==> config.mk <==
export PLATFORM = sky130hd
export DESIGN_NAME = lge_next_row
export DESIGN_NICKNAME = d
export VERILOG_FILES = /design/src/rtl/lge_pkg.sv /design/src/rtl/lge_next_row.sv
export SDC_FILE = /design/constraint.sdc
export NUM_CORES = 1
export LEC_CHECK = 0
export BUFFER_PORTS_ARGS = -buffer_cell sky130_fd_sc_hd__buf_2
export CORE_ASPECT_RATIO = 1.1
export CORE_MARGIN = 8
export CORE_UTILIZATION = 40
export DETAILED_ROUTE_END_ITERATION = 10
export GPL_TIMING_DRIVEN = 0
export PLACE_DENSITY_LB_ADDON = 0.12
export SLEW_MARGIN = 0
export SYNTH_ARGS = -nofsm -noshare
export SYNTH_HDL_FRONTEND = slang
export SYNTH_SLANG_ARGS = --single-unit
export TNS_END_PERCENT = 10
==> constraint.sdc <==
create_clock -name vclk -period 5.1
set_clock_uncertainty 0.2 [all_clocks]
set_input_delay 0.51 -clock vclk [all_inputs]
set_output_delay 0.51 -clock vclk [all_outputs]
set_load 0.05 [all_outputs]
==> src/rtl/lge_pkg.sv <==
// Package with the types, codes and cell rule of the life generation engine.
`default_nettype none

package lge_pkg;

    // Command codes carried in the slave-side tuser.
    localparam logic [1:0] OP_READ   = 2'd0;
    localparam logic [1:0] OP_TOGGLE = 2'd1;
    localparam logic [1:0] OP_STEP   = 2'd2;

    // Port widths.
    localparam int S_TDATA_W = 16;
    localparam int S_TUSER_W = 2;
    localparam int M_TDATA_W = 8;

    // Neighbour counts that matter for the B3/S23 rule.
    localparam logic [3:0] BIRTH_COUNT   = 4'd3;
    localparam logic [3:0] SURVIVE_COUNT = 4'd2;

    typedef enum logic [2:0] {
        ST_CLEAR,
        ST_IDLE,
        ST_CELL,
        ST_FILL,
        ST_RUN,
        ST_RESP
    } t_state;

    // A cell is live in the next generation when it has three live neighbours,
    // or when it is live now and has two.
    function automatic logic cell_rule(input logic live, input logic [3:0] count);
        cell_rule = (count == BIRTH_COUNT) || (live && (count == SURVIVE_COUNT));
    endfunction

endpackage

`default_nettype wire

==> src/rtl/lge_next_row.sv <==
// Next-generation logic for one row, from the old rows above, at and below it.
`default_nettype none

module lge_next_row #(
    parameter int COLS = 64
) (
    input  wire logic [COLS-1:0] i_above,
    input  wire logic [COLS-1:0] i_mid,
    input  wire logic [COLS-1:0] i_below,
    output logic      [COLS-1:0] o_next
);
    import lge_pkg::*;

    // Each row padded with a dead cell at either end, so that column c of the
    // grid sits at bit c+1 and cells beyond the edge count as dead.
    logic [COLS+1:0] pad_above;
    logic [COLS+1:0] pad_mid;
    logic [COLS+1:0] pad_below;

    assign pad_above = {1'b0, i_above, 1'b0};
    assign pad_mid   = {1'b0, i_mid,   1'b0};
    assign pad_below = {1'b0, i_below, 1'b0};

    for (genvar c = 0; c < COLS; c++) begin : g_cell
        logic [3:0] count;

        assign count = 4'(pad_above[c]) + 4'(pad_above[c+1]) + 4'(pad_above[c+2])
                     + 4'(pad_mid[c])                        + 4'(pad_mid[c+2])
                     + 4'(pad_below[c]) + 4'(pad_below[c+1]) + 4'(pad_below[c+2]);

        assign o_next[c] = cell_rule(i_mid[c], count);
    end

endmodule

`default_nettype wire

==> impl_metrics.ini, run 1 <==
[timing]
slew_viol_final = 0
min_period_ns = 4.25
finalHoldWorstSlack_ns = 1.26
max_freq_ghz = 0.235
setup-tns-final_ns = 0
maxSlewHeadroom_pct = 81.1
finalSetupViolCount = 0
worstMarginPinSlew_ns = 0.285
hold_viol = 0
rsz0062_at_grt = false
finalCritPeriodShare_pct = 83.3

[synth]
synthMuxAreaShare_pct = 0
synth_cells = 1197
synth_warnings = 0
synthAdderAreaFrac_pct = 69.1
yosys.area_share.simple_pct = 6.83
yosysSeqAreaShare_pct = 0
synth_cell_type_count = 14
avgSynthCellArea_um2 = 8.95
synth_area_mm2 = 0.0107
yosys.area_share.xor_xnor_pct = 0
syn_nets = 1829
synth_top_family_by_area = adder cells
synth_compound_area_share_pct = 8.61

[drt]
antenna_left = 0
vias = 8007
wl_per_cell_um = 12.4
routed_wl_mm = 22.5
first_iter_violations = 182
vias_per_cell = 4.42
dr.pass1.iters = 4
drc = 0

[cts]
ctsResizeCount = 0
post_cts_buffers = 0
cts_hold_buffers = 0

[setup_path]
cpMostUsedCell = fa_1
critPathLaunchType = primary input
crit_chain = buf_2, inv_1, fa_1, fa_1, fa_1, inv_1, ha_1, fa_1, or2_1, a21oi_1, buf_2
startpoint = i_above[54]
max_stage_delay_ns = 0.56
cp-end-kind = primary output
crit_required_ns = 4.39
arrival_ns = 3.54
slowest_stage = fa_1
crit_path_end = o_next[55]
critPathMaxFanout = 2
worstSetupPathType = primary input to primary output

[global_route]
overflow = 0
grt_pass1_wl_mm = 40.5
antenna_found_initial = 3
grt.total_usage_pct = 14.7
grt_max_degree = 4
grt_pass1_vias = 9131

[layout]
multi_input_area_mm2 = 0.00905
regArea_um2 = 0
drive_above_1_share_pct = 17.6
n_clock_buffer = 0
fill_cells = 2769
area_growth_pct = 16.2
layout_commonest_cell = inv_1
final_cell_mix = inv_1, buf_2, fa_1
design.seq.count = 0
nNetsFinal = 2087

[job]
cap_viol_max_count = 0

[power_and_ir_drop]
pwr-share-clk_pct = 0
power_leakage_nw = 7.23
total_power_mw = 3.03
peakVddDrop_mv = 0.168
comb_power_share_pct = 100.0
p_int_mw = 1.08
power_frac_seq_pct = 0
switching_share_pct = 64.5
power_density_mw_per_mm2 = 244
power.switching_mw = 1.96

[floorplanning]
io_pins = 256
start_util_pct = 40.2
core-area_mm2 = 0.0266
die_y_um = 188
die-area_mm2 = 0.0323
row_count = 63
die_w_um = 172

[place]
gp_congestion = 0.780
portBuffers = 256
dp_hpwl_mm = 22.3

[outcome]
run_status = finished clean

[worst_hold_path]
hold_class = primary input to primary output
## how the worst min path moves through the flow
stage                         from         to  slack [ns]  depth (start not counted)
final                     i_mid[0]  o_next[0]        1.26                          4
after global routing      i_mid[0]  o_next[0]        1.29                          4
after CTS                 i_mid[0]  o_next[0]        1.27                          4
after detailed placement  i_mid[0]  o_next[0]        1.27                          4
after global placement    i_mid[0]  o_next[0]        1.28                          4
after floorplan           i_mid[0]  o_next[0]        1.09                          2
## cells by family after synthesis
| group | Yosys count |
|---|---|
| buffers and inverters | 442 |
| adders and majority gates | 440 |
| AOI/OAI and AO/OA | 184 |
| and+or+nand+nor | 131 |
## critical path, delay by kind of cell
family / cells / cell delay, ns
compound gates: 1 / 0.19
fa+ha+maj: 5 / 2.07
buf+inv: 4 / 0.54
simple gates: 1 / 0.23
## per-stage QoR
step,util [%],std cells,area [um^2],worst slack (ns)
finish,46.7,1812,12400,0.850
global route,46.7,1810,12400,0.705
detailed placement,46.7,1810,12400,0.850
floorplan,-,1197,10700,0.771
global placement,46.7,1810,12400,0.856
CTS,46.7,1810,12400,0.834
## cells in the mapped netlist
cell	instances	share of area (%)
a21oi_1	122	5.7
fa_1	252	47
nor2b_1	1	0.058
nor2_1	4	0.14
inv_1	442	15
nand2_1	1	0.035
o21ai_0	61	2.9
nor3_1	1	0.047
or2_0	18	1.1
ha_1	188	22
nand3_1	61	2.9
nor3b_1	2	0.14
a31oi_1	1	0.058
or2_1	43	2.5
## layout make-up
type,instances,area share (%)
tap,357,3.59
inverter,442,13.3
antenna,2,0.0402
multi-input combinational,755,72.7
timing repair buffer,256,10.3
## routing by layer
layer	routed length (um)	vias up	GRT usage [%]
met5	38	-	0
met4	7	6	0
met3	1640	6	2.75
met2	11100	161	26.7
met1	9680	3729	18.7
li1	-	4105	-
## power groups by stage
stage          combinational (mW)    clock [mW]  sequential [mW]
2_1_floorplan                2.35             0                0
3_3_place_gp                 3.03             0                0
3_5_place_dp                 3.08             0                0
4_1_cts                      3.10             0                0
5_1_grt                      3.54             0                0
6_report                     3.03  0.0000000525                0
No activity file was read; power rests on OpenSTA's default activity.
==> run 2, diff against run 1 <==
--- a/config.mk
+++ b/config.mk
@@ -5,6 +5,7 @@
 export SDC_FILE = /design/constraint.sdc
 export NUM_CORES = 1
 export LEC_CHECK = 0
+export ABC_AREA = 1
 export BUFFER_PORTS_ARGS = -buffer_cell sky130_fd_sc_hd__buf_2
 export CORE_ASPECT_RATIO = 1.1
 export CORE_MARGIN = 8
==> constraint.sdc (replaced) <==
create_clock -name vclk -period 4.25
set_clock_uncertainty 0.2 [all_clocks]
set_input_delay 0.425 -clock vclk [all_inputs]
set_output_delay 0.425 -clock vclk [all_outputs]
set_load 0.05 [all_outputs]
==> impl_metrics.ini, run 2 <==
[layout]
finalInstanceArea_mm2 = 0.0131
n_clock_buffer = 0
final_cell_mix = inv_1, buf_2, fa_1
nNetsFinal = 2333
drive_above_1_share_pct = 15.1
fill_cells = 2906
layout_commonest_cell = inv_1
area_growth_pct = 15.3
design.seq.count = 0
regArea_um2 = 0
stdcell_count = 2070

[timing]
max_freq_ghz = 0.249
finalSetupViolCount = 0
worstMarginPinSlew_ns = 0.293
finalCritPeriodShare_pct = 94.6
hold_viol = 0
slew_viol_final = 0
rsz0062_at_grt = false
min_period_ns = 4.02
finalHoldWorstSlack_ns = 1.13
maxSlewHeadroom_pct = 80.6
setup-tns-final_ns = 0

[synth]
synth_area_leader_cell = fa_1
synth_cell_type_count = 10
synth_area_leaders = fa_1, ha_1, inv_1, nand2_1, nand3_1
syn_nets = 2075
avgSynthCellArea_um2 = 7.90
synth.top_cells.by_count = inv_1, fa_1, ha_1
synth_cells = 1443
synth_area_mm2 = 0.0114
synth_top_cell_area_share_pct = 44.3
synth_warnings = 0
yosysSeqAreaShare_pct = 0
synthMostInstantiatedCell = inv_1

[setup_path]
max_stage_delay_ns = 0.50
worstSetupPathType = primary input to primary output
cpMostUsedCell = fa_1
slowest_stage = fa_1
crit_chain = buf_2, inv_1, fa_1, fa_1, fa_1, inv_1, ha_1, fa_1, nand3_1, a21oi_1, buf_2
arrival_ns = 3.40
critPathMaxFanout = 2
worst-path-buf-inv = 4
crit_required_ns = 3.62
path_delay_family = adder cells
cp-end-kind = primary output
critPathLaunchType = primary input

[power_and_ir_drop]
total_power_mw = 4.06
peakVddDrop_mv = 0.236
power_leakage_nw = 8.17
power_density_mw_per_mm2 = 309

[cts]
post_cts_buffers = 0
cts_hold_buffers = 0
ctsResizeCount = 0

[floorplanning]
core-area_mm2 = 0.0284
start_util_pct = 40.2
io_pins = 256
die_y_um = 193
die_w_um = 177
die-area_mm2 = 0.0342
row_count = 65

[worst_hold_path]
hold_class = primary input to primary output

[drt]
first_iter_violations = 157
drc = 0
antenna_left = 0
routed_wl_mm = 23.2
vias = 8780
wl_per_cell_um = 11.2
vias_per_cell = 4.24
dr.pass1.iters = 4

[global_route]
grt.total_usage_pct = 14.3
grt_pass1_vias = 9648
grt_max_degree = 4
antenna_found_initial = 8
grt_pass1_wl_mm = 41.7
overflow = 0

[place]
portBuffers = 256
place_inst = 2067
gp_congestion = 0.802
dp_hpwl_mm = 22.9
placed_area_mm2 = 0.0131

[job]
cap_viol_max_count = 0

[outcome]
run_status = finished clean
## run 2: cell types whose count changed in the layout (fill, tap and decap cells not counted), sizes merged, moves of 2 or more
cell   before  now
nand3      61  122
a21oi     122   61
o21ai      61    2
nor2        4    6
inv       442  625
nand2       1  185
nor3b       2    0
or2        61    1
## run 2: routing by layer
| metal | routed length (um) | GRT usage (%) | vias up |
|---|---|---|---|
| met2 | 11600 | 26.0 | 144 |
| met4 | 121 | 0.744 | 12 |
| met1 | 10100 | 18.2 | 4006 |
| met5 | 69 | 0 | - |
| met3 | 1350 | 2.53 | 16 |
| li1 | - | - | 4602 |
## run 2: kinds of logic (layout without fill, tap and decap cells)
logic type / Yosys count / count (layout) / synth area share, %
other: 0 / 3 / 0
AO/OA/AOI/OAI: 64 / 64 / 2.83
AND/OR/NAND/NOR: 314 / 314 / 11.7
adder cells (fa/ha/maj): 440 / 440 / 64.9
buffers and inverters: 625 / 881 / 20.6
## run 2: final cells by class
type	instances	area, um^2	share of cell area, %
tap	368	460	3.50
inverter	625	2350	17.8
antenna	3	7.51	0.0571
multi-input combinational	818	9050	68.9
timing repair buffer	256	1280	9.74
## run 2: path summary, 6_finish.rpt
| kind | depth (start not counted) | slack [ns] | from | endpoint |
|---|---|---|---|---|
| worst max-delay path | 11 | 0.23 | i_above[26] | o_next[26] |
| worst min-delay path | 4 | 1.13 | i_mid[63] | o_next[63] |
## run 2: through the flow
| step | util [%] | worst slack, ns |
|---|---|---|
| 3_3_place_gp | 46.3 | 0.186 |
| 2_1_floorplan | - | 0.159 |
| 5_1_grt | 46.3 | 0.0475 |
| 6_report | 46.3 | 0.230 |
| 4_1_cts | 46.3 | 0.152 |
| 3_5_place_dp | 46.3 | 0.169 |
## run 2: report_power, final
group          leakage [nW]  internal [mW]  switching (mW)
clock             0.0000190   0.0000000945               0
sequential                0              0               0
combinational          8.17           1.42            2.64
total                  8.17           1.42            2.64
## run 2: worst min-delay path, stage by stage
cell	delay, ns
buf_2	0.10
o21ai_0	0.14
nor2_1	0.04
buf_2	0.20
